[src/rtl/obstacle_inflation_3x3_core_assert.svh]
// obstacle_inflation_3x3_core_assert.svh: assertion macros for the obstacle inflation core
// used by the top level; empty bodies when SYNTHESIS is defined
// depends on nothing
`ifndef OBSTACLE_INFLATION_3X3_CORE_ASSERT_SVH
`define OBSTACLE_INFLATION_3X3_CORE_ASSERT_SVH
`ifndef SYNTHESIS
// same-cycle implication
`define OI3_ASSERT_IMP(lbl, clk, rst_n, ante, cons) \
	lbl: assert property (@(posedge clk) disable iff (!rst_n) (ante) |-> (cons)) \
		else $error("oi3 core check failed");
// next-cycle implication
`define OI3_ASSERT_NXT(lbl, clk, rst_n, ante, cons) \
	lbl: assert property (@(posedge clk) disable iff (!rst_n) (ante) |=> (cons)) \
		else $error("oi3 core check failed");
`else
`define OI3_ASSERT_IMP(lbl, clk, rst_n, ante, cons)
`define OI3_ASSERT_NXT(lbl, clk, rst_n, ante, cons)
`endif
`endif

[src/rtl/oi3_pkg.sv]
// oi3_pkg.sv: shared types and constants of the obstacle inflation core
// used by every rtl module of the core; depends on nothing
package oi3_pkg;

	// default sizes
	localparam int MAX_WIDTH_DEF  = 2048;
	localparam int MAX_HEIGHT_DEF = 4096;

	// result queue depth (power of two)
	localparam int OUT_DEPTH = 8;

	// register port
	localparam int ADDR_W    = 5;
	localparam int DATA_W    = 32;
	localparam int REG_IDX_W = 3;
	localparam int MAPW_BITS = 12;
	localparam int MAPH_BITS = 13;

	localparam logic [REG_IDX_W-1:0] REG_MAP_WIDTH     = 3'd0;
	localparam logic [REG_IDX_W-1:0] REG_MAP_HEIGHT    = 3'd1;
	localparam logic [REG_IDX_W-1:0] REG_OBSTACLE      = 3'd2;
	localparam logic [REG_IDX_W-1:0] REG_WEIGHT_CENTER = 3'd3;
	localparam logic [REG_IDX_W-1:0] REG_WEIGHT_EDGE   = 3'd4;
	localparam logic [REG_IDX_W-1:0] REG_WEIGHT_CORNER = 3'd5;

	// register reset values
	localparam logic [MAPW_BITS-1:0] RST_MAP_WIDTH     = 12'd2048;
	localparam logic [MAPH_BITS-1:0] RST_MAP_HEIGHT    = 13'd2048;
	localparam logic [7:0]           RST_OBSTACLE      = 8'd254;
	localparam logic [7:0]           RST_WEIGHT_CENTER = 8'd254;
	localparam logic [7:0]           RST_WEIGHT_EDGE   = 8'd80;
	localparam logic [7:0]           RST_WEIGHT_CORNER = 8'd50;

	// cost saturation
	localparam logic [7:0] COST_MAX = 8'd255;

	// kernel settings seen by the datapath
	typedef struct packed {
		logic [7:0] obstacle;
		logic [7:0] w_center;
		logic [7:0] w_edge;
		logic [7:0] w_corner;
	} cfg_t;

	// line buffer entry: obstacle flag of the row two up, value of the row above
	typedef struct packed {
		logic       flag;
		logic [7:0] value;
	} line_ent_t;

	// one window column: flag two rows up, value one row up, current value
	typedef struct packed {
		logic       flag;
		logic [7:0] up;
		logic [7:0] cur;
	} win_col_t;

	typedef win_col_t [2:0] win_t;

	// per-word position info for the cell whose cost the word completes
	typedef struct packed {
		logic res;
		logic top_ok;
		logic bot_ok;
		logic left_ok;
		logic right_ok;
		logic frame_end;
	} pos_info_t;

	// one result word
	typedef struct packed {
		logic [7:0] cost;
		logic       frame_end;
	} res_t;

endpackage

[src/rtl/oi3_regs.sv]
// oi3_regs.sv: apb-style register file of the obstacle inflation core
// clamps the map size and flags a frame restart; depends on oi3_pkg
module oi3_regs #(
	parameter int MAX_WIDTH  = oi3_pkg::MAX_WIDTH_DEF,
	parameter int MAX_HEIGHT = oi3_pkg::MAX_HEIGHT_DEF
) (
	input  logic                          clk,
	input  logic                          arst_n,
	input  logic                          psel,
	input  logic                          penable,
	input  logic                          pwrite,
	input  logic [oi3_pkg::ADDR_W-1:0]    paddr,
	input  logic [oi3_pkg::DATA_W-1:0]    pwdata,
	output logic [oi3_pkg::DATA_W-1:0]    prdata,
	output logic                          pready,
	output logic [$clog2(MAX_WIDTH+1)-1:0]  eff_w,
	output logic [$clog2(MAX_HEIGHT+1)-1:0] eff_h,
	output oi3_pkg::cfg_t                 cfg,
	output logic                          restart
);
	import oi3_pkg::*;

	localparam int WW = $clog2(MAX_WIDTH + 1);
	localparam int HW = $clog2(MAX_HEIGHT + 1);

	logic [MAPW_BITS-1:0] map_width_q;
	logic [MAPH_BITS-1:0] map_height_q;
	cfg_t                 cfg_q;
	logic                 wr;
	logic [REG_IDX_W-1:0] idx;

	assign pready = 1'b1;
	assign wr     = psel & penable & pwrite;
	assign idx    = paddr[ADDR_W-1:2];

	// register writes
	always_ff @(posedge clk or negedge arst_n) begin
		if (!arst_n) begin
			map_width_q    <= RST_MAP_WIDTH;
			map_height_q   <= RST_MAP_HEIGHT;
			cfg_q.obstacle <= RST_OBSTACLE;
			cfg_q.w_center <= RST_WEIGHT_CENTER;
			cfg_q.w_edge   <= RST_WEIGHT_EDGE;
			cfg_q.w_corner <= RST_WEIGHT_CORNER;
		end else if (wr) begin
			unique case (idx)
				REG_MAP_WIDTH:     map_width_q    <= pwdata[MAPW_BITS-1:0];
				REG_MAP_HEIGHT:    map_height_q   <= pwdata[MAPH_BITS-1:0];
				REG_OBSTACLE:      cfg_q.obstacle <= pwdata[7:0];
				REG_WEIGHT_CENTER: cfg_q.w_center <= pwdata[7:0];
				REG_WEIGHT_EDGE:   cfg_q.w_edge   <= pwdata[7:0];
				REG_WEIGHT_CORNER: cfg_q.w_corner <= pwdata[7:0];
				default: ;
			endcase
		end
	end

	// a new map size starts a new frame
	assign restart = wr && (idx == REG_MAP_WIDTH || idx == REG_MAP_HEIGHT);

	// read back
	always_comb begin
		unique case (idx)
			REG_MAP_WIDTH:     prdata = DATA_W'(map_width_q);
			REG_MAP_HEIGHT:    prdata = DATA_W'(map_height_q);
			REG_OBSTACLE:      prdata = DATA_W'(cfg_q.obstacle);
			REG_WEIGHT_CENTER: prdata = DATA_W'(cfg_q.w_center);
			REG_WEIGHT_EDGE:   prdata = DATA_W'(cfg_q.w_edge);
			REG_WEIGHT_CORNER: prdata = DATA_W'(cfg_q.w_corner);
			default:           prdata = '0;
		endcase
	end

	// zero acts as one, oversize acts as the maximum
	always_comb begin
		if (map_width_q == '0) begin
			eff_w = WW'(1);
		end else if (32'(map_width_q) > 32'(MAX_WIDTH)) begin
			eff_w = WW'(MAX_WIDTH);
		end else begin
			eff_w = WW'(map_width_q);
		end
		if (map_height_q == '0) begin
			eff_h = HW'(1);
		end else if (32'(map_height_q) > 32'(MAX_HEIGHT)) begin
			eff_h = HW'(MAX_HEIGHT);
		end else begin
			eff_h = HW'(map_height_q);
		end
	end

	assign cfg = cfg_q;

endmodule

[config.mk]
export PLATFORM = sky130hd
export DESIGN_NAME = oi3_regs
export DESIGN_NICKNAME = d
export VERILOG_FILES = /design/src/rtl/obstacle_inflation_3x3_core_assert.svh /design/src/rtl/oi3_pkg.sv /design/src/rtl/oi3_regs.sv
export SDC_FILE = /design/constraint.sdc
export NUM_CORES = 1
export LEC_CHECK = 0
export BUFFER_PORTS_ARGS = -buffer_cell sky130_fd_sc_hd__buf_2
export CORE_UTILIZATION = 48
export DETAILED_ROUTE_END_ITERATION = 8
export GPL_ROUTABILITY_DRIVEN = 0
export PLACE_DENSITY = 0.84
export SLEW_MARGIN = 20
export SYNTH_ARGS = -nofsm -noshare
export SYNTH_HDL_FRONTEND = slang
export SYNTH_SLANG_ARGS = --single-unit
[constraint.sdc]
create_clock -name clk -period 1.3 [get_ports clk]
set_clock_uncertainty 0.05 [all_clocks]
set_input_delay 0.065 -clock clk [delete_from_list [all_inputs] [get_ports clk]]
set_output_delay 0.065 -clock clk [all_outputs]
set_load 0.01 [all_outputs]
### Yosys cells after proc, flatten, opt, wreduce, memory -nomap -nowiden

Index checks and enable logic that the tools add are counted.

| storage, ports and cells | value |
|---|---|
| register bits after elaboration | 57 |
| input port bits | 42 |
| output and inout bits | 91 |
| logic and storage cells | 31 |

| cells by class | value |
|---|---|
| order comparisons | 2 |
| equality and inequality tests | 5 |
| multiplexer cells | 5 |
| bitwise gates (word level) | 2 |
| reductions and logical operators | 11 |

Operators by type and width:

| kind | number |
|---|---|
| 13-bit case mux with 6 select lines | 1 |
| 13-bit 2-to-1 mux | 2 |
| 12-bit 2-to-1 mux | 2 |
| 13-bit > comparator, second input constant | 1 |
| 13-bit logical NOT | 1 |
| 12-bit > comparator, second input constant | 1 |
| 12-bit logical NOT | 1 |
| 2-bit AND reduction | 6 |
| 3-bit by 2-bit equality test with 1-bit output, second input constant | 2 |
| 3-bit equality test, second input constant | 2 |
| 3-bit by 1-bit equality test with 1-bit output, second input constant | 1 |
| 3-bit logical NOT | 1 |
| 1-bit bitwise AND | 2 |
| 1-bit logical AND | 1 |
| 1-bit logical OR | 1 |

### Logic depth before layout (Yosys ltp)

| depth | value |
|---|---|
| depth in word-level cells | 3 |
| mapped depth | 5 |
| gate-level depth less buffers | 3 |

### Least setup slack after synthesis

OpenSTA, ideal clock, no wires.

| timing path | value |
|---|---|
| path type | in2reg |
| start | input port paddr[2] in the netlist's numbering |
| end | register cfg_q (netlist bit cfg[10]) |
| setup time | 0.125 ns |
| arrival | 1.191 ns |
| data required time | 1.125 ns |
| setup slack | -0.066 ns |
| stages on the path | 4 |
| path buffers | 2 |
| cell sequence | buf_2 -> buf_2 -> nor3_2 -> mux2_2 |

| between the ends | value |
|---|---|
| longest elaborated chain between the ends | 2 |

Ends and longest elaborated chain:

| element | RTL line | text |
|---|---|---|
| from (decl) | oi3_regs.sv:12 | `input logic [oi3_pkg::ADDR_W-1:0] paddr,` |
| 3-bit equality test | oi3_regs.sv:46 | `unique case (idx)` |
| 2-bit AND reduction (no source line) | - |  |
| to (decl) | oi3_regs.sv:28 | `cfg_t cfg_q;` |

No other way between the ends.
A chain may end at the register's enable or synchronous reset.

### Worst setup path in the final report

| timing path | value |
|---|---|
| start | register map_height_q[5] |
| end | output port prdata[5] in the netlist's numbering |

| between the ends | value |
|---|---|
| longest elaborated chain between the ends | 1 |

Ends and longest elaborated chain:

| element | RTL line | text |
|---|---|---|
| from (decl) | oi3_regs.sv:27 | `logic [MAPH_BITS-1:0] map_height_q;` |
| from (signal assigned) | oi3_regs.sv:48 | `REG_MAP_HEIGHT: map_height_q <= pwdata[MAPH_BITS-1:0];` |
| 13-bit case mux with 6 select lines | oi3_regs.sv:63 | `unique case (idx)` |
| to (decl) | oi3_regs.sv:14 | `output logic [oi3_pkg::DATA_W-1:0] prdata,` |

No other way between the ends.

==> qor.txt <==
Worst Setup Path Type -> register to primary output
Synth top cells by count -> mux2_2 (56), dfrtp_1 (36), nor2b_1 (23)
ratio of final minimum period to clock period -> 126%
CP Launch Type -> register
count of cell types in the netlist -> 37
Syn Area/Cell -> 12.3 sq um
most frequent cell after synthesis -> mux2_2
clock root buffer -> clkbuf_8
# setup viols final -> 25
first-pass GRT wire length -> 12700 um
H-tree depth -> 3
clk_lat worst skew -> 0.34 ns
leak pwr -> 2.22 nW
max cap viols -> 0
die height -> 82.5 um
wirelength, routed -> 8570 um
CTS tree -> built
Final Total Pwr -> 6.31 mW
Area Overhead vs Synth -> 42.9%
setup slack after layout -> -0.336 ns
leading area contributor after synthesis -> dfrtp_1
CTS sink count -> 57
Antenna Nets Post-Route -> 0
# IOs -> 133
status -> finished with violations
initial core utilization -> 51.1%
Hold Path Depth -> 2
Post-Place Cells -> 434
Final min period -> 1.64 ns
Slew Viols, Final -> 0
post-detailed-placement half-perimeter wirelength -> 5710 um
Post-synth ARST share -> 100%
row cnt -> 28
Worst R2R End -> cfg[24]
Via density -> 5.34
Synth area leaders -> dfrtp_1 (29%), mux2_2 (20%), dfstp_2 (18%), buf_4 (4.8%), mux2_4 (4.8%)
failing checks -> negative setup slack
Yosys top cell area share -> 28.9%
crit path from -> map_height_q[5]
vias in the first global route -> 2552
Layout Cells excl Fill -> 481
Post-Syn Area -> 3110 sq um
nets -> 443
Routed wire per std cell -> 17.8 um
Yosys reg bits -> 57
share of layout cells above drive strength 1 -> 69.0%
core area -> 6100 sq um
number of flops mapped to enable cells by yosys -> 0
setup TNS -> -3.35 ns
die area -> 6810 sq um
CP arrival -> 1.52 ns
Hold Fails Final Rpt -> 0
Peak supply drop -> 0.00114 V
Hold Crit Class -> input pin to register
Clock transition at path regs -> 0.06 ns
CP Capture Type -> primary output
drt first pass iters -> 4
fmax -> 0.611 GHz
CTS Buf Count -> 9
Critical Path Fanout Max -> 2
Power Dens Cells -> 1420 nW/um^2
total gr overflow -> 0
antenna cells -> 0
die width -> 82.5 um
largest net degree at the start of global routing -> 58
RSZ-0062 raised after global routing -> yes
Main synth FF type -> dfrtp_1
WHS -> 0.0235 ns
critical path endpoint -> prdata[5]
sequential-to-total area share from yosys stat -> 46.7%
Remaining DRCs -> 0
antenna violations before repair -> 0
vias -> 2570
I/O Buffers -> 91
initial DRC count -> 120
worst reg2reg startpoint -> cfg[24]
WP data required -> 1.19 ns
post-synthesis cell count -> 254
GRT Overall Usage -> 26.3%
CTS Buffer Depth -> 2
worst reg-to-reg path cell count -> 3
Reg2Reg Setup Slack -> 0.20 ns
Synth Warn # -> 0
-- power by group --
group	leakage [nW]	switching (mW)	internal [mW]
Sequential	0.672	0.363	2.23
Combinational	1.45	0.944	1.19
Clock	0.102	0.691	0.894
Total	2.22	2.00	4.31
-- cells by family after synthesis --
family	synth area share (%)
muxes	29.0
and+or+nand+nor	11.8
DFF	46.7
buffers and inverters	7.40
AOI/OAI and AO/OA	4.86
other	0.241
-- worst min-delay path by stage --
stage                   start        endpoint  slack, ns
CTS                 pwdata[6]  map_width_q[6]      0.007
global placement       arst_n          cfg[3]       0.03
global route        pwdata[6]  map_width_q[6]       0.02
finish              pwdata[6]  map_width_q[6]       0.02
detailed placement     arst_n         cfg[11]       0.03
floorplan              arst_n          cfg[0]      -0.28
-- final cells by class --
type	instances	area, sq um
fill	410	1650
sequential	57	1460
multi-input combinational	179	1670
clock buffer	14	183
timing repair buffer	153	1030
inverter	1	3.75
clock inverter	2	10.0
tap	75	93.8
-- flip-flops by register name (all words and copies together), names as in the netlist --
register / flops
map_height_q: 13
map_width_q: 12
cfg: 32
-- stage by stage --
stage | area [sq um] | worst slack (ns) | util, %
floorplan | 3200 | -0.0480 | -
global placement | 3780 | -0.0642 | 62.0
detailed placement | 3780 | -0.0743 | 62.0
CTS | 4290 | -0.346 | 70.3
global route | 4450 | -0.365 | 73.0
finish | 4450 | -0.336 | 73.0
-- repair_timing --
action	in CTS	in global routing
hold endpoints to repair	99	0
resized for setup	22	28
endpoints found under the setup margin	31	34
hold buffers	13	0
pin swaps	10	7
setup buffers	11	5
cloned	1	1
-- per-layer routing --
metal	part of all wire (%)	up-vias	GRT usage, %	wire [um]
met2	49	131	42.9	4170
met3	6.9	21	6.37	591
met4	2.4	0	11.6	208
li1	-	1162	-	-
met5	0	-	0	0
met1	42	1256	33.2	3600
-- cell usage in the layout (no fill, tap or decap), types with 3 or more instances in the layout --
master / instances
buf_12: 3
nor2_1: 5
nor3_1: 4
conb_1: 20
buf_6: 9
mux2_2: 52
dfstp_2: 21
dfrtp_1: 30
nand2_1: 6
buf_4: 40
mux2i_1: 8
clkbuf_8: 13
a21oi_2: 3
nor2b_1: 19
nor3b_2: 3
mux2_4: 14
dfrtp_2: 6
buf_2: 88
dlygate4sd3_1: 13
a31oi_1: 3
-- critical path: stages, from the launching register on --
cell and delay (ns):
dfrtp_1 0.40, mux4_2 0.46, a22o_1 0.18, buf_2 0.13
(Power assumes the default switching activity.)
