--- src/rtl/obstacle_inflation_3x3_core_assert.svh ---
// obstacle_inflation_3x3_core_assert.svh: assertion macros for the obstacle inflation core
// used by the top level; empty bodies when SYNTHESIS is defined
// depends on nothing
`ifndef OBSTACLE_INFLATION_3X3_CORE_ASSERT_SVH
`define OBSTACLE_INFLATION_3X3_CORE_ASSERT_SVH
`ifndef SYNTHESIS
// same-cycle implication
`define OI3_ASSERT_IMP(lbl, clk, rst_n, ante, cons) \
	lbl: assert property (@(posedge clk) disable iff (!rst_n) (ante) |-> (cons)) \
		else $error("oi3 core check failed");
// next-cycle implication
`define OI3_ASSERT_NXT(lbl, clk, rst_n, ante, cons) \
	lbl: assert property (@(posedge clk) disable iff (!rst_n) (ante) |=> (cons)) \
		else $error("oi3 core check failed");
`else
`define OI3_ASSERT_IMP(lbl, clk, rst_n, ante, cons)
`define OI3_ASSERT_NXT(lbl, clk, rst_n, ante, cons)
`endif
`endif

--- src/rtl/oi3_pkg.sv ---
// oi3_pkg.sv: shared types and constants of the obstacle inflation core
// used by every rtl module of the core; depends on nothing
package oi3_pkg;

	// default sizes
	localparam int MAX_WIDTH_DEF  = 2048;
	localparam int MAX_HEIGHT_DEF = 4096;

	// result queue depth (power of two)
	localparam int OUT_DEPTH = 8;

	// register port
	localparam int ADDR_W    = 5;
	localparam int DATA_W    = 32;
	localparam int REG_IDX_W = 3;
	localparam int MAPW_BITS = 12;
	localparam int MAPH_BITS = 13;

	localparam logic [REG_IDX_W-1:0] REG_MAP_WIDTH     = 3'd0;
	localparam logic [REG_IDX_W-1:0] REG_MAP_HEIGHT    = 3'd1;
	localparam logic [REG_IDX_W-1:0] REG_OBSTACLE      = 3'd2;
	localparam logic [REG_IDX_W-1:0] REG_WEIGHT_CENTER = 3'd3;
	localparam logic [REG_IDX_W-1:0] REG_WEIGHT_EDGE   = 3'd4;
	localparam logic [REG_IDX_W-1:0] REG_WEIGHT_CORNER = 3'd5;

	// register reset values
	localparam logic [MAPW_BITS-1:0] RST_MAP_WIDTH     = 12'd2048;
	localparam logic [MAPH_BITS-1:0] RST_MAP_HEIGHT    = 13'd2048;
	localparam logic [7:0]           RST_OBSTACLE      = 8'd254;
	localparam logic [7:0]           RST_WEIGHT_CENTER = 8'd254;
	localparam logic [7:0]           RST_WEIGHT_EDGE   = 8'd80;
	localparam logic [7:0]           RST_WEIGHT_CORNER = 8'd50;

	// cost saturation
	localparam logic [7:0] COST_MAX = 8'd255;

	// kernel settings seen by the datapath
	typedef struct packed {
		logic [7:0] obstacle;
		logic [7:0] w_center;
		logic [7:0] w_edge;
		logic [7:0] w_corner;
	} cfg_t;

	// line buffer entry: obstacle flag of the row two up, value of the row above
	typedef struct packed {
		logic       flag;
		logic [7:0] value;
	} line_ent_t;

	// one window column: flag two rows up, value one row up, current value
	typedef struct packed {
		logic       flag;
		logic [7:0] up;
		logic [7:0] cur;
	} win_col_t;

	typedef win_col_t [2:0] win_t;

	// per-word position info for the cell whose cost the word completes
	typedef struct packed {
		logic res;
		logic top_ok;
		logic bot_ok;
		logic left_ok;
		logic right_ok;
		logic frame_end;
	} pos_info_t;

	// one result word
	typedef struct packed {
		logic [7:0] cost;
		logic       frame_end;
	} res_t;

endpackage

--- src/rtl/oi3_cost.sv ---
// oi3_cost.sv: kernel match, weight select and saturating multiply
// with a stage 3 register behind the window; depends on oi3_pkg
module oi3_cost (
	input  logic               clk,
	input  logic               arst_n,
	input  logic               valid_s2,
	input  oi3_pkg::pos_info_t info_s2,
	input  oi3_pkg::win_t      win,
	input  oi3_pkg::cfg_t      cfg,
	output logic               res_valid,
	output oi3_pkg::res_t      res
);
	import oi3_pkg::*;

	logic [2:0]  col_ok;
	logic [2:0]  hit_top;
	logic [2:0]  hit_mid;
	logic [2:0]  hit_bot;
	logic        has_center;
	logic        has_edge;
	logic        has_corner;
	logic [7:0]  cand_center;
	logic [7:0]  cand_edge;
	logic [7:0]  cand_corner;
	logic [7:0]  max_ce;
	logic [7:0]  best;
	logic        valid_s3;
	logic [7:0]  v_s3;
	logic [7:0]  best_s3;
	logic        fe_s3;
	logic [15:0] prod;

	// obstacle hits inside the map
	always_comb begin
		col_ok = {info_s2.right_ok, 1'b1, info_s2.left_ok};
		for (int k = 0; k < 3; k++) begin
			hit_top[k] = win[k].flag & info_s2.top_ok & col_ok[k];
			hit_mid[k] = (win[k].up == cfg.obstacle) & col_ok[k];
			hit_bot[k] = (win[k].cur == cfg.obstacle) & info_s2.bot_ok & col_ok[k];
		end
	end

	// largest weight among the hit classes
	assign has_center  = hit_mid[1];
	assign has_edge    = hit_top[1] | hit_bot[1] | hit_mid[0] | hit_mid[2];
	assign has_corner  = hit_top[0] | hit_top[2] | hit_bot[0] | hit_bot[2];
	assign cand_center = has_center ? cfg.w_center : 8'd0;
	assign cand_edge   = has_edge ? cfg.w_edge : 8'd0;
	assign cand_corner = has_corner ? cfg.w_corner : 8'd0;
	assign max_ce      = (cand_center > cand_edge) ? cand_center : cand_edge;
	assign best        = (max_ce > cand_corner) ? max_ce : cand_corner;

	// stage 3
	always_ff @(posedge clk or negedge arst_n) begin
		if (!arst_n) begin
			valid_s3 <= 1'b0;
		end else begin
			valid_s3 <= valid_s2;
		end
	end

	always_ff @(posedge clk) begin
		if (valid_s2) begin
			v_s3    <= win[1].up;
			best_s3 <= best;
			fe_s3   <= info_s2.frame_end;
		end
	end

	// saturating product
	assign prod          = v_s3 * best_s3;
	assign res_valid     = valid_s3;
	assign res.cost      = (prod[15:8] != 8'd0) ? COST_MAX : prod[7:0];
	assign res.frame_end = fe_s3;

endmodule

--- config.mk ---
export PLATFORM = sky130hd
export DESIGN_NAME = oi3_cost
export DESIGN_NICKNAME = d
export VERILOG_FILES = /design/src/rtl/obstacle_inflation_3x3_core_assert.svh /design/src/rtl/oi3_pkg.sv /design/src/rtl/oi3_cost.sv
export SDC_FILE = /design/constraint.sdc
export NUM_CORES = 1
export LEC_CHECK = 0
export BUFFER_PORTS_ARGS = -buffer_cell sky130_fd_sc_hd__buf_2
export CAP_MARGIN = 20
export CELL_PAD_IN_SITES_DETAIL_PLACEMENT = 1
export CELL_PAD_IN_SITES_GLOBAL_PLACEMENT = 2
export CORE_UTILIZATION = 25
export CTS_CLUSTER_SIZE = 24
export DETAILED_ROUTE_END_ITERATION = 16
export PLACE_DENSITY_LB_ADDON = 0.1
export REMOVE_ABC_BUFFERS = 1
export SLEW_MARGIN = 20
export SYNTH_ARGS = -nofsm -noshare
export SYNTH_HDL_FRONTEND = slang
export SYNTH_SLANG_ARGS = --single-unit
--- constraint.sdc ---
create_clock -name clk -period 4.9 [get_ports clk]
set_input_delay 0.49 -clock clk [delete_from_list [all_inputs] [get_ports clk]]
set_output_delay 0.49 -clock clk [all_outputs]
set_load 0.005 [all_outputs]
# Yosys cells after proc, flatten, opt, wreduce, memory -nomap -nowiden
# Cells that the tools add are included.
dict set report word_totals {
  output_inout_bits 10
  romBits 0
  latch_bits 0
  n_memories 0
  reg_bits 18
  elab_cells 38
  mem_bits_rw 0
  in_bits 92
}
dict set report classes {
  mux 6
  order_cmp 2
  mul 1
  n_addsub 0
  n_reduce_logical 1
  shifts 0
  n_eq_ne 6
  bitwise 18
  n_div 0
}
# cell count
set ops {}
lappend ops {{$eq A8 B8 Y1} 6}
lappend ops {{$mux W8} 6}
lappend ops {{$gt A8 B8 Y1} 2}
lappend ops {{$mul A8 B8 Y16} 1}
lappend ops {{$and A1 B1 Y1} 12}
lappend ops {{$reduce_bool A8 Y1} 1}
lappend ops {{$or A1 B1 Y1} 6}

# Depth between registers and ports, before layout
# Gate-level depths: netlist (run 1).
dict set report depth {
  ltp_word 10
  mapped_depth 24
  depth_no_buf 20
}

# Worst setup path after synthesis (run 1)
# Ideal clock, no wire load.
dict set report synth_path {
  kind {reg-to-output}
  start {register best_s3[7]}
  end {output port res[1] in the netlist's numbering}
  slack_ns -0.009
  n_path_buf 1
  arrival_ns 4.419
  required_ns 4.410
  path_stages_with_launch 16
  cell_sequence {edfxtp_1 and2_1 fa_1 inv_1 fa_1 fa_1 inv_1 fa_1 ha_1 clkbuf_1 a21o_1 a21o_1 a21oi_1 o211ai_1 nor4b_4 nand3_1}
}
# element line
set synth_lines {}
lappend synth_lines {{start, declared} oi3_cost.sv:29} ;# logic [7:0] best_s3;
lappend synth_lines {{start signal, assigned} oi3_cost.sv:65} ;# best_s3 <= best;
lappend synth_lines {{end, declared} oi3_cost.sv:11} ;# output oi3_pkg::res_t res

==> results of run 1 <==
[through the flow]
step	util, %	setup WS (ns)	instances
floorplan	-	0.0401	477
global placement	32.3	-0.208	853
detailed placement	32.3	-0.306	853
CTS	33.8	-0.315	859
global route	34.6	-0.458	867
finish	34.6	-0.283	867
[layout make-up]
cell class | instances | area (sq um) | area share [%]
clock buffers | 3 | 75.1 | 1.29
clock inverters | 1 | 3.75 | 0.0647
inverters | 63 | 236 | 4.08
multi-input cells | 396 | 3660 | 63.1
flip-flops and latches | 18 | 536 | 9.23
well taps | 220 | 275 | 4.75
repair buffers | 166 | 1010 | 17.5
[path summary, 6_finish.rpt]
check,start,endpoint,slack [ns],depth (start not counted)
worst max-delay path,v_s3[5],res[4],-0.28,17
worst min-delay path,info_s2[0],fe_s3,0.42,1
max in group asynchronous,arst_n,res_valid,4.28,2
min in group asynchronous,arst_n,res_valid,0.54,2
[registers in the layout, summed over array words and instances (netlist names)]
register and count:
best_s3 8, res_valid 1, fe_s3 1, v_s3 8
[synthesized netlist by cell type, drive strengths merged (4+ instances only)]
cell type / instances
nand3: 31
xnor2: 30
nand2: 45
nand4: 12
nor2: 7
a21o: 7
inv: 63
edfxtp: 17
nor3: 13
o221ai: 8
o21a: 5
buf: 13
and2: 55
nor2b: 4
a211oi: 4
nor3b: 5
a211o: 4
fa: 36
clkbuf: 8
o21ai: 15
a21oi: 15
ha: 52
xor2: 23
[power groups by stage]
stage / sequential [uW] / clock [uW] / combinational [uW]
final: 198 / 162 / 2660
after global routing: 200 / 174 / 2960
after CTS: 201 / 167 / 2490
after detailed placement: 204 / 0 / 2190
after global placement: 203 / 0 / 2170
after floorplan: 202 / 0 / 1360
[layer usage]
layer | part of all wire (%) | wire length, um | track usage (%)
met3 | 4.5 | 560 | 2.00
met2 | 50 | 6180 | 26.8
met4 | 1.3 | 166 | 3.22
met5 | 0 | 0 | 0
met1 | 44 | 5520 | 17.6
[logic make-up after synthesis]
kind of cell,share of synthesized area (%)
xor gates and xnor gates,10.7
AOI/OAI and AO/OA,12.6
and+or+nand+nor,23.4
muxes,0.950
adders and majority gates,31.6
DFF,12.3
buffers and inverters,8.52
[timing repair]
action	CTS	global route
gates resized for setup	27	20
endpoints found under the hold margin	0	1
hold buffers	0	1
setup endpoints to repair	8	16
buffers inserted	2	7
pin swaps	18	17
==> results.toml, run 1 <==
[timing]
slew_violations = 0
rsz0062_at_grt = "yes"
tightest_slew_ns = 0.494
finalCritPeriodShare_pct = 106
setup_viol_count_final = 8
fin_crit_ns = 5.18
setup_slack_ns = -0.283
hold_ws_ns = 0.419
slew_headroom_pct = 67.1
tns_ns = -2.18
hold_viol = 0
fmax_mhz = 193

[clock_network]
cts.sinks = 18
clockRootBuffer = "clkbuf_16"
cts_buffers = 3
clock_path_buffers = 2
clk_pin_slew_ns = 0.05
htreeDepth = 1
cts_tree = "done"

[grt]
grt_max_degree = 19
gr-usage-all-layers_pct = 14.5
grt_pass1_vias = 4330
gr-total-overflow = 0
grt_pass1_wl_um = 21100
grt_antenna_before_repair = 0

[layout]
layout-drive-gt1-share_pct = 34.2
n_fill_cell = 2026
diodes = 0
fin_nets = 828
most-common-layout-cells = "100 x buf_2, 61 x buf_4, 59 x inv_1, 52 x and2_1, 46 x ha_1"
area_growth_pct = 33.5
final_common_cell = "buf_2"
design_area_sq_mm = 0.00580

[power_and_ir_drop]
p_switching_uw = 1430
peakVddDrop_mv = 0.347
clkPwrFrac_pct = 5.4
p_leak_uw = 0.00270
p_int_uw = 1590
finalPower_uw = 3020
power_density_mw_per_mm2 = 521
swShare_pct = 47.3
power_frac_comb_pct = 88.1
p_seq_share_pct = 6.5

[flow_run]
cap_violations = 0

[placed_design]
io_buffer_count = 100
gp_congestion = 0.777
dpl-instance-area_sq_mm = 0.00541
place_hpwl_um = 11100

[drt]
drtAntennaViolNets = 0
drcViolationCount = 0
drtIter0Drc = 64
finalWirelength_um = 12400
wire_per_inst_um = 14.3
vias = 3929
vias_per_cell = 4.53
dr.pass1.iters = 4

[hold_path]
hp-class = "input port to flop"

[setup_path]
cpLargestDelayFamily = "adder cells"
critPathMaxStageDelay_ns = 0.56
crit_chain = "buf_4, and2_4, fa_1, inv_1, fa_2, fa_1, fa_1, inv_2, ha_4, a21oi_4, buf_6, a21o_1, buf_4, a311oi_4, buf_6, nand3_1, buf_2"
worst_ep_required_time_ns = 4.41
endpoint_kind = "output port"
critPathBufInv = 7
critPathKind = "flop to output port"
crit_fanout = 8
cp.arrival_ns = 4.69
crit_path_start_kind = "flop"
worst_path_most_repeated_cell = "fa_1"
critPathSlowestCell = "fa_2"

[yosys]
synth_edf_count = 17
yosysUniqueCellTypes = 51
ys_seq_area_share_pct = 12.3
synth-seq-cells = 18
yosys.area.top_type = "fa_1"
synth_top_cell_area_share_pct = 16.6
yosysWarnings = 0
yosys_most_used_dff = "edfxtp_1"
synthCells = 498
avgSynthCellArea_sq_um = 8.73
async_reset_ff_share_pct = 5.56
syn-cell-area_sq_mm = 0.00435
synth.area.top_cells = "fa_1 17%, ha_1 15%, edfxtp_1 12%, and2_1 7.9%, xnor2_1 6.0%"

[die]
dieArea_sq_mm = 0.0179
std_cell_rows = 47
io_pins = 102
core_sq_mm = 0.0168
start_util_pct = 25.9
dieHeight_um = 134
die_x_um = 134

[run_status]
failed_checks = "setup timing"
outcome = "finished, violations left"
Note: power is estimated with default switching activity, not from simulation.
==> run 2: changes to the inputs <==
BUFFER_PORTS_ARGS = unset   (was -buffer_cell sky130_fd_sc_hd__buf_2)
DONT_BUFFER_PORTS = 1   (was unset)
==> run 2 against run 1 <==
  * Combinational power up 4%
  * Sequential power grew 2%
  * Die area unchanged
  * Non-clock buffer count fell by 107
  * Power grew 3.7%
  * Largest power group unchanged
  * First-iteration DRC count increased by 11%
  * Design area is 6.6% lower
  * The flow still finishes with violations (setup timing)
  * Highest routed layer unchanged
  * Routed wire length down 0.50%
  * Count of clock-buffer cells in the layout unchanged
  * Sequential cell count unchanged
==> results.toml, run 2 (same netlist as run 1, synthesis figures left out) <==
[placed_design]
place_hpwl_um = 10900
gp_congestion = 0.737
dp.cells = 743
io_buffer_count = 0

[timing]
fin_crit_ns = 5.06
tns_ns = -1.18
tightest_slew_ns = 0.495
slew_headroom_pct = 66.9
hold_viol = 0
hold_ws_ns = 0.269
setup_slack_ns = -0.161
setup_viol_count_final = 8
finalCritPeriodShare_pct = 103
slew_violations = 0
rsz0062_at_grt = "yes"
fmax_mhz = 198

[grt]
grt_max_degree = 19
grt_antenna_before_repair = 0
gr-usage-all-layers_pct = 14.5
grt_pass1_vias = 4160
gr-total-overflow = 0
grt_pass1_wl_um = 20900

[die]
die_x_um = 134
start_util_pct = 25.9
std_cell_rows = 47
core_sq_mm = 0.0168
dieHeight_um = 134
dieArea_sq_mm = 0.0179
io_pins = 102

[clock_network]
cts.sinks = 18
cts_tree = "done"
clockRootBuffer = "clkbuf_16"
clock_path_buffers = 2
clk_pin_slew_ns = 0.05
cts_buffers = 3
htreeDepth = 1

[drt]
wl_met1_um = 5210
wl_met3_um = 653
vias_per_cell = 4.70
finalWirelength_um = 12400
drtAntennaViolNets = 0
dr.pass1.iters = 4
wl_met2_um = 6390
wire_per_inst_um = 16.3
drtIter0Drc = 71
routed.top_layer = "met4"
vias = 3574
drcViolationCount = 0

[power_and_ir_drop]
peakVddDrop_mv = 0.818
p_leak_uw = 0.00230
finalPower_uw = 3130
power_density_mw_per_mm2 = 579

[setup_path]
crit_fanout = 8
cp.arrival_ns = 4.57
worst_ep_required_time_ns = 4.41
endpoint_kind = "output port"
startpoint = "v_s3[5]"
critPathKind = "flop to output port"
crit_path_start_kind = "flop"

[run_status]
failed_checks = "setup timing"
outcome = "finished, violations left"

[layout]
reg_top3 = "best_s3: 8 flops, v_s3: 8 flops"
utilization_pct = 32.3
area_growth_pct = 24.6
most-common-layout-cells = "62 x inv_1, 51 x and2_1, 49 x buf_4, 43 x ha_1, 41 x nand2_1"
layout-drive-gt1-share_pct = 24.3
fin_nets = 721
final_common_cell = "inv_1"
instances_no_fill = 760
diodes = 0

[hold_path]
min_from = "valid_s2"
hp-class = "input port to flop"
holdPathStages = 0
holdPathEnd = "res_valid"

[flow_run]
cap_violations = 0
==> run 2: layer usage <==
layer | GRT usage, % | vias up
li1 | - | 1776
met1 | 16.8 | 1706
met2 | 27.1 | 87
met3 | 2.80 | 5
met4 | 3.22 | 0
met5 | 0 | -
==> run 2: repair_timing <==
action | 4_1_cts | 5_1_grt
gates resized for setup | 39 | 37
buffers inserted | 12 | 2
setup endpoints to repair | 8 | 16
pin swaps | 31 | 32
gates cloned | 0 | 0
endpoints found under the hold margin | 1 | 0
hold buffers | 1 | 0
==> run 2: critical path, cell delays in order (launching register included) <==
cell and delay [ns]:
edfxtp_1 0.47, and2_4 0.21, fa_1 0.52, inv_1 0.05, fa_1 0.45, fa_1 0.49, inv_1 0.05, fa_2 0.55
ha_4 0.21, a21o_1 0.19, a21o_1 0.21, buf_4 0.13, a31o_2 0.23, mux2i_1 0.21, nor4b_4 0.08, buf_6 0.18
nand3_4 0.09
==> run 2: how the worst max path moves through the flow <==
| stage | to | slack, ns | depth (start not counted) |
|---|---|---|---|
| 2_1_floorplan | res[1] | 0.04 | 14 |
| 3_3_place_gp | res[2] | -0.11 | 15 |
| 3_5_place_dp | res[1] | -0.22 | 15 |
| 4_1_cts | res[3] | -0.23 | 16 |
| 5_1_grt | res[5] | -0.34 | 15 |
| 6_report | res[1] | -0.16 | 16 |
==> run 2: stage by stage <==
step,worst slack [ns],area [sq um]
6_report,-0.161,5410
3_3_place_gp,-0.111,4830
5_1_grt,-0.339,5410
2_1_floorplan,0.0401,4210
3_5_place_dp,-0.223,4830
4_1_cts,-0.234,5210
==> run 2: cell type report <==
type	count	area [sq um]
Fill cell	1948	11300
Multi-Input combinational cell	396	3810
Sequential cell	18	536
Timing Repair Buffer	59	479
Tap cell	220	275
Inverter	63	236
Clock buffer	3	75.1
Clock inverter	1	3.75
==> run 2: power breakdown <==
part / switching [uW] / total, uW / internal (uW) / leakage, uW
Sequential: 16.0 / 202 / 186 / 0.000176
Clock: 56.4 / 165 / 109 / 0.0000385
Combinational: 1500 / 2770 / 1260 / 0.00208
