**config.mk**
```make
export PLATFORM = sky130hd
export DESIGN_NAME = oi3_out_fifo
export DESIGN_NICKNAME = d
export VERILOG_FILES = /design/src/rtl/obstacle_inflation_3x3_core_assert.svh /design/src/rtl/oi3_pkg.sv /design/src/rtl/oi3_out_fifo.sv
export SDC_FILE = /design/constraint.sdc
export NUM_CORES = 1
export LEC_CHECK = 0
export CAP_MARGIN = 20
export CORE_MARGIN = 2
export CORE_UTILIZATION = 35
export CTS_BUF_LIST = sky130_fd_sc_hd__clkbuf_4 sky130_fd_sc_hd__clkbuf_8
export CTS_CLUSTER_DIAMETER = 30
export DETAILED_ROUTE_END_ITERATION = 10
export DONT_BUFFER_PORTS = 1
export PLACE_DENSITY_LB_ADDON = 0.25
export SLEW_MARGIN = 25
export SYNTH_ARGS = -nofsm -noshare
export SYNTH_HDL_FRONTEND = slang
export SYNTH_SLANG_ARGS = --single-unit
```
**constraint.sdc**
```tcl
create_clock -name clk -period 5.8 [get_ports clk]
set_input_delay 0.58 -clock clk [delete_from_list [all_inputs] [get_ports clk]]
set_output_delay 0.58 -clock clk [all_outputs]
set_load 0.01 [all_outputs]
```
**src/rtl/obstacle_inflation_3x3_core_assert.svh**
```systemverilog
// obstacle_inflation_3x3_core_assert.svh: assertion macros for the obstacle inflation core
// used by the top level; empty bodies when SYNTHESIS is defined
// depends on nothing
`ifndef OBSTACLE_INFLATION_3X3_CORE_ASSERT_SVH
`define OBSTACLE_INFLATION_3X3_CORE_ASSERT_SVH
`ifndef SYNTHESIS
// same-cycle implication
`define OI3_ASSERT_IMP(lbl, clk, rst_n, ante, cons) \
	lbl: assert property (@(posedge clk) disable iff (!rst_n) (ante) |-> (cons)) \
		else $error("oi3 core check failed");
// next-cycle implication
`define OI3_ASSERT_NXT(lbl, clk, rst_n, ante, cons) \
	lbl: assert property (@(posedge clk) disable iff (!rst_n) (ante) |=> (cons)) \
		else $error("oi3 core check failed");
`else
`define OI3_ASSERT_IMP(lbl, clk, rst_n, ante, cons)
`define OI3_ASSERT_NXT(lbl, clk, rst_n, ante, cons)
`endif
`endif

```
**src/rtl/oi3_pkg.sv**
```systemverilog
// oi3_pkg.sv: shared types and constants of the obstacle inflation core
// used by every rtl module of the core; depends on nothing
package oi3_pkg;

	// default sizes
	localparam int MAX_WIDTH_DEF  = 2048;
	localparam int MAX_HEIGHT_DEF = 4096;

	// result queue depth (power of two)
	localparam int OUT_DEPTH = 8;

	// register port
	localparam int ADDR_W    = 5;
	localparam int DATA_W    = 32;
	localparam int REG_IDX_W = 3;
	localparam int MAPW_BITS = 12;
	localparam int MAPH_BITS = 13;

	localparam logic [REG_IDX_W-1:0] REG_MAP_WIDTH     = 3'd0;
	localparam logic [REG_IDX_W-1:0] REG_MAP_HEIGHT    = 3'd1;
	localparam logic [REG_IDX_W-1:0] REG_OBSTACLE      = 3'd2;
	localparam logic [REG_IDX_W-1:0] REG_WEIGHT_CENTER = 3'd3;
	localparam logic [REG_IDX_W-1:0] REG_WEIGHT_EDGE   = 3'd4;
	localparam logic [REG_IDX_W-1:0] REG_WEIGHT_CORNER = 3'd5;

	// register reset values
	localparam logic [MAPW_BITS-1:0] RST_MAP_WIDTH     = 12'd2048;
	localparam logic [MAPH_BITS-1:0] RST_MAP_HEIGHT    = 13'd2048;
	localparam logic [7:0]           RST_OBSTACLE      = 8'd254;
	localparam logic [7:0]           RST_WEIGHT_CENTER = 8'd254;
	localparam logic [7:0]           RST_WEIGHT_EDGE   = 8'd80;
	localparam logic [7:0]           RST_WEIGHT_CORNER = 8'd50;

	// cost saturation
	localparam logic [7:0] COST_MAX = 8'd255;

	// kernel settings seen by the datapath
	typedef struct packed {
		logic [7:0] obstacle;
		logic [7:0] w_center;
		logic [7:0] w_edge;
		logic [7:0] w_corner;
	} cfg_t;

	// line buffer entry: obstacle flag of the row two up, value of the row above
	typedef struct packed {
		logic       flag;
		logic [7:0] value;
	} line_ent_t;

	// one window column: flag two rows up, value one row up, current value
	typedef struct packed {
		logic       flag;
		logic [7:0] up;
		logic [7:0] cur;
	} win_col_t;

	typedef win_col_t [2:0] win_t;

	// per-word position info for the cell whose cost the word completes
	typedef struct packed {
		logic res;
		logic top_ok;
		logic bot_ok;
		logic left_ok;
		logic right_ok;
		logic frame_end;
	} pos_info_t;

	// one result word
	typedef struct packed {
		logic [7:0] cost;
		logic       frame_end;
	} res_t;

endpackage

```
**src/rtl/oi3_out_fifo.sv**
```systemverilog
// oi3_out_fifo.sv: result queue between the cost pipeline and the output channel
// depth from oi3_pkg; depends on oi3_pkg
module oi3_out_fifo (
	input  logic          clk,
	input  logic          arst_n,
	input  logic          wr_en,
	input  oi3_pkg::res_t wr_data,
	output logic          rd_valid,
	input  logic          rd_ready,
	output oi3_pkg::res_t rd_data
);
	import oi3_pkg::*;

	localparam int PTR_W = $clog2(OUT_DEPTH);
	localparam int CNT_W = $clog2(OUT_DEPTH + 1);

	res_t             slot_q [OUT_DEPTH];
	logic [PTR_W-1:0] wr_ptr_q;
	logic [PTR_W-1:0] rd_ptr_q;
	logic [CNT_W-1:0] cnt_q;
	logic             rd_fire;

	assign rd_valid = (cnt_q != '0);
	assign rd_fire  = rd_valid & rd_ready;
	assign rd_data  = slot_q[rd_ptr_q];

	// storage
	always_ff @(posedge clk) begin
		if (wr_en) begin
			slot_q[wr_ptr_q] <= wr_data;
		end
	end

	// pointers and fill level
	always_ff @(posedge clk or negedge arst_n) begin
		if (!arst_n) begin
			wr_ptr_q <= '0;
			rd_ptr_q <= '0;
			cnt_q    <= '0;
		end else begin
			if (wr_en) begin
				wr_ptr_q <= wr_ptr_q + PTR_W'(1);
			end
			if (rd_fire) begin
				rd_ptr_q <= rd_ptr_q + PTR_W'(1);
			end
			case ({wr_en, rd_fire})
				2'b10:   cnt_q <= cnt_q + CNT_W'(1);
				2'b01:   cnt_q <= cnt_q - CNT_W'(1);
				default: cnt_q <= cnt_q;
			endcase
		end
	end

endmodule

```
Yosys cells after proc, flatten, opt, wreduce, memory -nomap -nowiden
Memories as Yosys holds them, arrays and structs flattened.
Cells that the tools add are included.

word-level totals
  register bits after elaboration = 10
  bits in writable memories = 72
  logic and storage cells = 16
  memories = 1

memories
  memory  words  bits a word  read ports  clocked after Yosys merged registers in  write ports  RTL line            source
  slot_q  8      9            1           0                                        1            oi3_out_fifo.sv:17  res_t slot_q [OUT_DEPTH];

operators by class
  $add $sub $neg = 4
  equal/unequal tests = 2
  mux-type cells = 3
  bitwise gates (word level) = 1
  reductions and logical operators = 2

operator list
  operator                                                             count
  4-bit case mux with 2 select lines                                   1
  3-bit by 1-bit adder with 3-bit output (second input constant)       2
  4-bit by 1-bit adder with 4-bit output (second input constant)       1
  4-bit nonzero test                                                   1
  4-bit by 1-bit subtractor with 4-bit output (second input constant)  1
  2-bit by 1-bit == test with 1-bit output (second input constant)     1
  2-bit == test (second input constant)                                1
  1-bit 2-to-1 mux                                                     2
  2-bit nonzero test                                                   1
  1-bit AND                                                            1

Depth between registers and ports, before layout
Gate-level depths: netlist of run 1.

  depth in word-level cells = 4
  depth in mapped cells = 10
  mapped depth without buffers = 10

Worst setup path after synthesis of run 1
OpenSTA, ideal clock, no wires.

  path type = register -> register
  start point = reg cnt_q[1]
  end point = reg cnt_q[2]
  library setup time = 125 ps
  arrival time = 2206 ps
  data required time = 5675 ps
  slack = 3469 ps
  cell stages (with the launch flop) = 11
  path buffers = 0
  clock period less this slack = 2331 ps
  cell sequence = dfrtp_1 -> or4_4 -> nand2_1 -> inv_1 -> ha_1 -> xor2_1 -> ha_1 -> a21oi_1 -> xor2_1 -> nor2_1 -> xor2_1

on the way
  longest elaborated chain between the ends = 4
  elaborated cells between the ends (all ways) = 8
  classes of those cells = add/sub (2); eq/ne (2); mux (1); bitwise (1); reduce/logical (2)

ends and longest elaborated chain
  what                                                                              RTL line            source
  start: declaration                                                                oi3_out_fifo.sv:20  logic [CNT_W-1:0] cnt_q;
  start signal: assignment                                                          oi3_out_fifo.sv:48  2'b10: cnt_q <= cnt_q + CNT_W'(1);
  start signal: assignment                                                          oi3_out_fifo.sv:49  2'b01: cnt_q <= cnt_q - CNT_W'(1);
  start signal: assignment                                                          oi3_out_fifo.sv:50  default: cnt_q <= cnt_q;
  4-bit nonzero test (*)                                                            oi3_out_fifo.sv:23  assign rd_valid = (cnt_q != '0);
  named net rd_valid                                                                oi3_out_fifo.sv:8   output logic rd_valid,
  1-bit AND (*)                                                                     oi3_out_fifo.sv:24  assign rd_fire = rd_valid & rd_ready;
  2-bit by 1-bit == test with 1-bit output / 2-bit == test (equally long branches)  oi3_out_fifo.sv:47  case ({wr_en, rd_fire})
  4-bit case mux with 2 select lines / 2-bit nonzero test (equally long branches)   -

The timed path passes the listed nets; every way through them passes the cells marked *.
A chain may end at the register's enable or synchronous reset.

==> summary.md, run 1 <==
| Metric | Value |
|---|---|
| Status | `completed` |
| Detail-routed via count per cell | `4.79` |
| Net load switching power | `0.524 mW` |
| Setup crit end kind | `output pin` |
| Reg-to-reg startpoint | `cnt_q[0]` |
| Switching share of power | `0.291` |
| HP Start | `wr_data[8]` |
| Setup TNS | `0 ps` |
| Longest Clk Path Bufs | `2` |
| Worst skew pair latency | `350 ps` |
| Syn Std Cell Area | `0.00335 mm^2` |
| Pin count of the biggest net entering global routing | `21` |
| Number of global-route vias before repair | `1507` |
| Routability cong. | `0.666` |
| Combinational share of power | `0.249` |
| Total number of H-tree levels | `3` |
| Worst vdd ir | `0.000208 V` |
| Detail Placement HPWL | `3580 um` |
| Area Overhead vs Synth | `10.7%` |
| Slowest-stage cell, CP | `dfrtp_2` |
| FF-to-FF path depth | `10` |
| Reg-to-Reg End | `cnt_q[2]` |
| Post-detailed-route wirelength per cell | `~19 um` |
| Pint | `1.28 mW` |
| Ys Warns | `0` |
| Total power | `1.80 mW` |
| Worst stage delay on the critical path | `790 ps` |
| Die ar. | `0.0104 mm^2` |
| Flop-to-flop setup slack | `roughly 3200 ps` |
| Core Rows | `35` |
| Syn Area/Cell | `21.2 um^2` |
| Class of the worst hold path | `in -> reg` |
| Worst Hold End | `slot_q[6][8]` |
| Final hold violations | `0` |
| Die W | `between 100 and 150 um` |
| # IOs | `23` |
| CTS tree | `yes` |
| Final period util | `0.461` |
| First-pass GRT wire length | `8650 um` |
| Commonest non-fill, non-tap cell in the layout | `edfxtp_1` |
| Syn Inst Count | `158` |
| Finished Layout Cells | `299` |
| Count of cell types in the netlist | `26` |
| Final ANT Viol Nets | `0` |
| Setup-failing EPs final | `0` |
| CTS resizes | `0` |
| 1st-iter DRT viols | `105` |
| DIE HEIGHT | `just over 100 um` |
| Critical path fanouts, max | `20` |
| Final Skew | `12.0 ps` |
| Overall global routing resource usage | `0.120` |
| IO buf count | `0` |
| Hold Slack | `317 ps` |
| Critical path data arrival time | `2100 ps` |
| Antenna violations before repair | `0` |
| RSZ-0062 raised after global routing | `no` |
| LEAKAGE | `1.25 nW` |
| CTS root buf | `clkbuf_8` |
| CTS Buf Count | `9` |
| Worst slew pin tran | `1050 ps` |
| Seq pwr share | `0.500` |
| WHS Path Cells | `0` |
| Yosys reg bits | `around 80` |
| Fmax | `374 MHz` |
| Num Clock Sinks | `between 80 and 90` |
| Nets | `183` |
| Kind of critical path | `reg -> out` |
| Syn nets | `approximately 180` |
| Detailed Route WL | `between 5000 and 6000 um` |
| TritonRoute pass-1 iters | `4` |
| Pwr per Cell Area | `485 mW/mm^2` |
| Worst-path cell chain | `mux4_1, mux2_4` |
| Placed Cells | `282` |
| Diodes inserted | `0` |
| Initial Util | `0.361` |
| Critical Path RT | `5220 ps` |
| Share of cells above drive strength 1 | `0.241` |
| Post-synthesis sequential area ratio | `0.719` |
| Fin crit period | `2680 ps` |
| Drc violations | `0` |
| Clk pin slew, worst setup/hold paths | `90 ps` |
| Remaining Overflow, GRT | `0` |
| Relative slew slack | `0.296` |
| Slew Limit Fails | `0` |
| Via count | `1432` |
| Clk pwr share | `0.251` |
| Placeable Area | `0.00928 mm^2` |
| Maxcap violations | `0` |
| CP startpoint kind | `register` |
power groups by stage:
| stage | clock network (mW) | logic [mW] | registers [mW] |
|---|---|---|---|
| 6_report | 0.451 | 0.448 | 0.900 |
| 5_1_grt | 0.488 | 0.485 | 0.920 |
| 4_1_cts | 0.463 | 0.460 | 0.906 |
| 3_5_place_dp | 0 | 0.456 | 0.920 |
| 3_3_place_gp | 0 | 0.442 | 0.903 |
| 2_1_floorplan | 0 | 0.470 | 0.810 |
synth_stat cells (all sizes together):
library cell	count	area, um^2
edfxtp	72	2160
nor2	7	26.3
dfrtp	10	250
mux2i	1	10.0
nor3	3	15.0
xnor2	4	35.0
mux2	12	169
clkbuf	1	3.75
nand2	4	15.0
or4	1	11.3
a21oi	1	5.00
mux4	18	439
nor2b	1	6.26
xor2	5	43.8
nor4b	1	8.76
nand3	1	5.00
nand2b	3	18.8
buf	4	41.3
ha	5	62.6
inv	2	7.51
a41oi	1	8.76
o41ai	1	8.76
registers in the layout, summed over array words and instances (netlist names):
register	count
rd_ptr_q	3
cnt_q	4
slot_q	72
wr_ptr_q	3
logic make-up (layout without fill, tap and decap cells):
logic type | count (synthesis) | after routing | share of synthesized area
fa+ha+maj | 5 | 5 | 0.0187
flops | 82 | 82 | 0.719
xor+xnor | 9 | 9 | 0.0235
buf+inv | 7 | 19 | 0.0157
compound gates | 3 | 3 | 0.00672
simple gates | 21 | 21 | 0.0317
mux | 31 | 31 | 0.184
routing by layer:
layer	GRT usage	up-vias	wire length, um
met5	0	-	0
met4	0.0400	0	79
met3	0.0513	8	314
met2	0.202	34	2910
met1	0.139	734	2380
li1	-	656	-
worst max path at each step:
| stage | start | endpoint | slack (ps) | cells past startpoint |
|---|---|---|---|---|
| after floorplan | cnt_q[1] | cnt_q[2] | 3470 | 10 |
| after global placement | rd_ptr_q[0] | rd_data[0] | 3110 | 2 |
| after detailed placement | cnt_q[1] | cnt_q[2] | 3240 | 10 |
| after CTS | rd_ptr_q[0] | rd_data[0] | 3070 | 2 |
| after global routing | rd_ptr_q[0] | rd_data[0] | 3000 | 2 |
| final | rd_ptr_q[0] | rd_data[2] | 3120 | 2 |
area by class of cell:
| cell class | instances | area, um^2 |
|---|---|---|
| timing repair buffer | 1 | 10.0 |
| fill | 839 | 5570 |
| inverter | 2 | 7.51 |
| clock buffer | 10 | 131 |
| sequential | 82 | 2410 |
| multi-input combinational | 69 | 898 |
| tap | 129 | 161 |
| clock inverter | 6 | 90.1 |
through the flow:
step	utilization	instance area [um^2]	setup WS (ps)
floorplan	-	3350	3470
global placement	0.375	3480	3110
detailed placement	0.375	3480	3240
CTS	0.400	3710	3070
global route	0.400	3710	3000
finish	0.400	3710	3120
timing repair:
item / 4_1_cts / 5_1_grt
buffers inserted: 0 / 0
hold buffers: 1 / 0
hold endpoints to repair: 10 / 0
critical path, delay by kind of cell (launching register included):
family / cells / cell delay (ps)
multiplexers: 2 / 950
flip-flops: 1 / 790
Note: power is estimated with default switching activity, not from simulation.
==> run 2, diff against run 1 <==
==> constraint.sdc (replaced) <==
create_clock -name clk -period 2.8 [get_ports clk]
set_input_delay 0.28 -clock clk [delete_from_list [all_inputs] [get_ports clk]]
set_output_delay 0.28 -clock clk [all_outputs]
set_load 0.01 [all_outputs]
==> run 2 against run 1 <==
  * Global-route usage is 0.51 points lower
  * Clock power is 99% higher
  * Setup slack worse by 2900 ps
  * Utilization is 0.51 points higher
  * Flip-flop and latch count stayed put
  * Sequential share of layout area is 0.86 points lower
  * Count of clock-buffer cells in the layout stayed put
  * Combinational power is 130% higher
==> summary.md, run 2 (synthesized netlist as in run 1, its figures left out) <==
| Metric | Value |
|---|---|
| Commonest non-fill, non-tap cell in the layout | `edfxtp_1 (unchanged)` |
| Finished Layout Cells | `308 (was 299)` |
| Slowest-stage cell, CP | `or4_4 (was dfrtp_2)` |
| Pin count of the biggest net entering global routing | `21 (unchanged)` |
| LEAKAGE | `1.30 nW (was 1.25 nW)` |
| Final Skew | `7.61 ps (was 12.0 ps)` |
| Remaining Overflow, GRT | `0 (unchanged)` |
| Setup crit end kind | `register (was output pin)` |
| Pwr per Cell Area | `989 mW/mm^2 (was 485 mW/mm^2)` |
| Crit path from | `cnt_q[1] (was rd_ptr_q[0])` |
| Detail-routed via count per cell | `4.81 (was 4.79)` |
| Longest Clk Path Bufs | `2 (unchanged)` |
| CP endpoint | `cnt_q[2] (was rd_data[2])` |
| Antenna violations before repair | `0 (unchanged)` |
| Initial Util | `0.361 (unchanged)` |
| 1st-iter DRT viols | `75 (was 105)` |
| # IOs | `23 (unchanged)` |
| Fin crit period | `2540 ps` |
| Relative slew slack | `0.430 (was 0.296)` |
| Routed wl met2 | `2870 um (was 2910 um)` |
| Clk pin slew, worst setup/hold paths | `80 ps (was 90 ps)` |
| Setup TNS | `0 ps (unchanged)` |
| CP startpoint kind | `register (unchanged)` |
| CTS tree | `yes (unchanged)` |
| Kind of critical path | `reg -> reg (was reg -> out)` |
| Worst slew pin tran | `854 ps (was 1050 ps)` |
| IO buf count | `0 (unchanged)` |
| TritonRoute pass-1 iters | `4 (unchanged)` |
| Setup-failing EPs final | `0 (unchanged)` |
| Worst vdd ir | `0.000382 V (was 0.000208 V)` |
| Die ar. | `0.0104 mm^2 (unchanged)` |
| Slew Limit Fails | `0 (unchanged)` |
| First-pass GRT wire length | `8450 um (was 8650 um)` |
| Most frequent cells in the layout | `edfxtp_1, dfrtp_1` |
| Final ANT Viol Nets | `0 (unchanged)` |
| Total number of H-tree levels | `3 (unchanged)` |
| Fmax | `394 MHz` |
| Top Registers | `slot_q (72), cnt_q (4) (unchanged)` |
| Worst skew pair latency | `340 ps (was 350 ps)` |
| Routability cong. | `0.763 (was 0.666)` |
| Worst stage delay on the critical path | `600 ps (was 790 ps)` |
| Met1 wire length | `2330 um (was 2380 um)` |
| Placed Cells | `291 (was 282)` |
| Detailed Route WL | `5570 um (was 5690 um)` |
| Reg-to-reg startpoint | `cnt_q[1] (was cnt_q[0])` |
| Maxcap violations | `0 (unchanged)` |
| RSZ-0062 raised after global routing | `no (unchanged)` |
| Met3 wire length | `303 um (was 314 um)` |
| Largest register by flop count | `slot_q (unchanged)` |
| Critical Path RT | `3020 ps (was 5220 ps)` |
| CP Buf/Inv Count | `1 (was 0)` |
| Class of the worst hold path | `in -> reg (unchanged)` |
| Critical path data arrival time | `2760 ps (was 2100 ps)` |
| Die W | `102 um (unchanged)` |
| HP Start | `wr_en (was wr_data[8])` |
| Reg-to-Reg End | `cnt_q[2] (unchanged)` |
| Hold Slack | `24.6 ps (was 317 ps)` |
| Final core occ | `0.405 (was 0.400)` |
| Share of cells above drive strength 1 | `0.257 (was 0.241)` |
| DIE HEIGHT | `102 um (unchanged)` |
| CP dominant cell by count | `xor2_1` |
| Status | `completed (unchanged)` |
| Post-detailed-route wirelength per cell | `18.1 um (was 19.0 um)` |
| Via count | `1481 (was 1432)` |
| Flop-to-flop setup slack | `260 ps (was 3240 ps)` |
| Area Overhead vs Synth | `12.1% (was 10.7%)` |
| Setup bufs post-CTS | `0 (unchanged)` |
| Number of global-route vias before repair | `1552 (was 1507)` |
| Final hold violations | `0 (unchanged)` |
| CTS Buf Count | `9 (unchanged)` |
| Final period util | `0.907` |
| Drc violations | `0 (unchanged)` |
| Overall global routing resource usage | `0.115 (was 0.120)` |
| Critical path fanouts, max | `6 (was 20)` |
| Num Clock Sinks | `82 (unchanged)` |
| Total power | `3.72 mW (was 1.80 mW)` |
| CTS root buf | `clkbuf_8 (unchanged)` |
| Top Metal Used | `met4 (unchanged)` |
| Core Rows | `35 (unchanged)` |
| Detail Placement HPWL | `3540 um (was 3580 um)` |
| Max FFs per register | `72 (unchanged)` |
| Diodes inserted | `0 (unchanged)` |
| FF-to-FF path depth | `10 (unchanged)` |
| Placeable Area | `0.00928 mm^2 (unchanged)` |
| Worst-path cell chain | `or4_4, nand2_1, inv_1, ha_1, xor2_1, ha_1, a21oi_1, xor2_1, nor2_1, xor2_1 (was mux4_1, mux2_4)` |
| Cell family with most CP delay | `simple AND/OR/NAND/NOR gates (was multiplexers)` |
| Critical path depth in cells | `10 (was 2)` |
| Nets | `192 (was 183)` |
run 2: layout make-up:
cell class                 instances  area [um^2]
clock buffer                      10          131
clock inverter                     6         81.3
fill                             857         5520
inverter                           2         7.51
multi-input combinational         69          888
sequential                        82         2410
tap                              129          161
timing repair buffer              10         77.6
run 2: metal layers:
layer | track usage | vias to the layer above
met5 | 0 | -
met2 | 0.203 | 33
met1 | 0.131 | 767
li1 | - | 673
met4 | 0.0369 | 0
met3 | 0.0397 | 8
run 2: worst min-delay path by stage:
stage,end,cells after the start
floorplan,cnt_q[0],0
global placement,wr_ptr_q[0],0
detailed placement,wr_ptr_q[0],0
CTS,wr_ptr_q[0],1
global route,slot_q[7][3],0
finish,wr_ptr_q[0],1
run 2: repair_timing:
action                                 4_1_cts  5_1_grt
resized for setup                            0        0
endpoints found under the hold margin       10        0
hold buffers                                 1        0
run 2: stage by stage:
step	setup WS, ps	instance area, um^2
after floorplan	469	3350
after global placement	407	3540
after detailed placement	276	3540
after CTS	263	3760
after global routing	93.9	3760
final	259	3760
run 2: power by group:
group | leakage (nW) | switching [mW] | internal, mW
Clock | 0.107 | 0.392 | 0.506
Sequential | 0.771 | 0.216 | 1.57
Combinational | 0.420 | 0.446 | 0.593
Total | 1.30 | 1.05 | 2.67
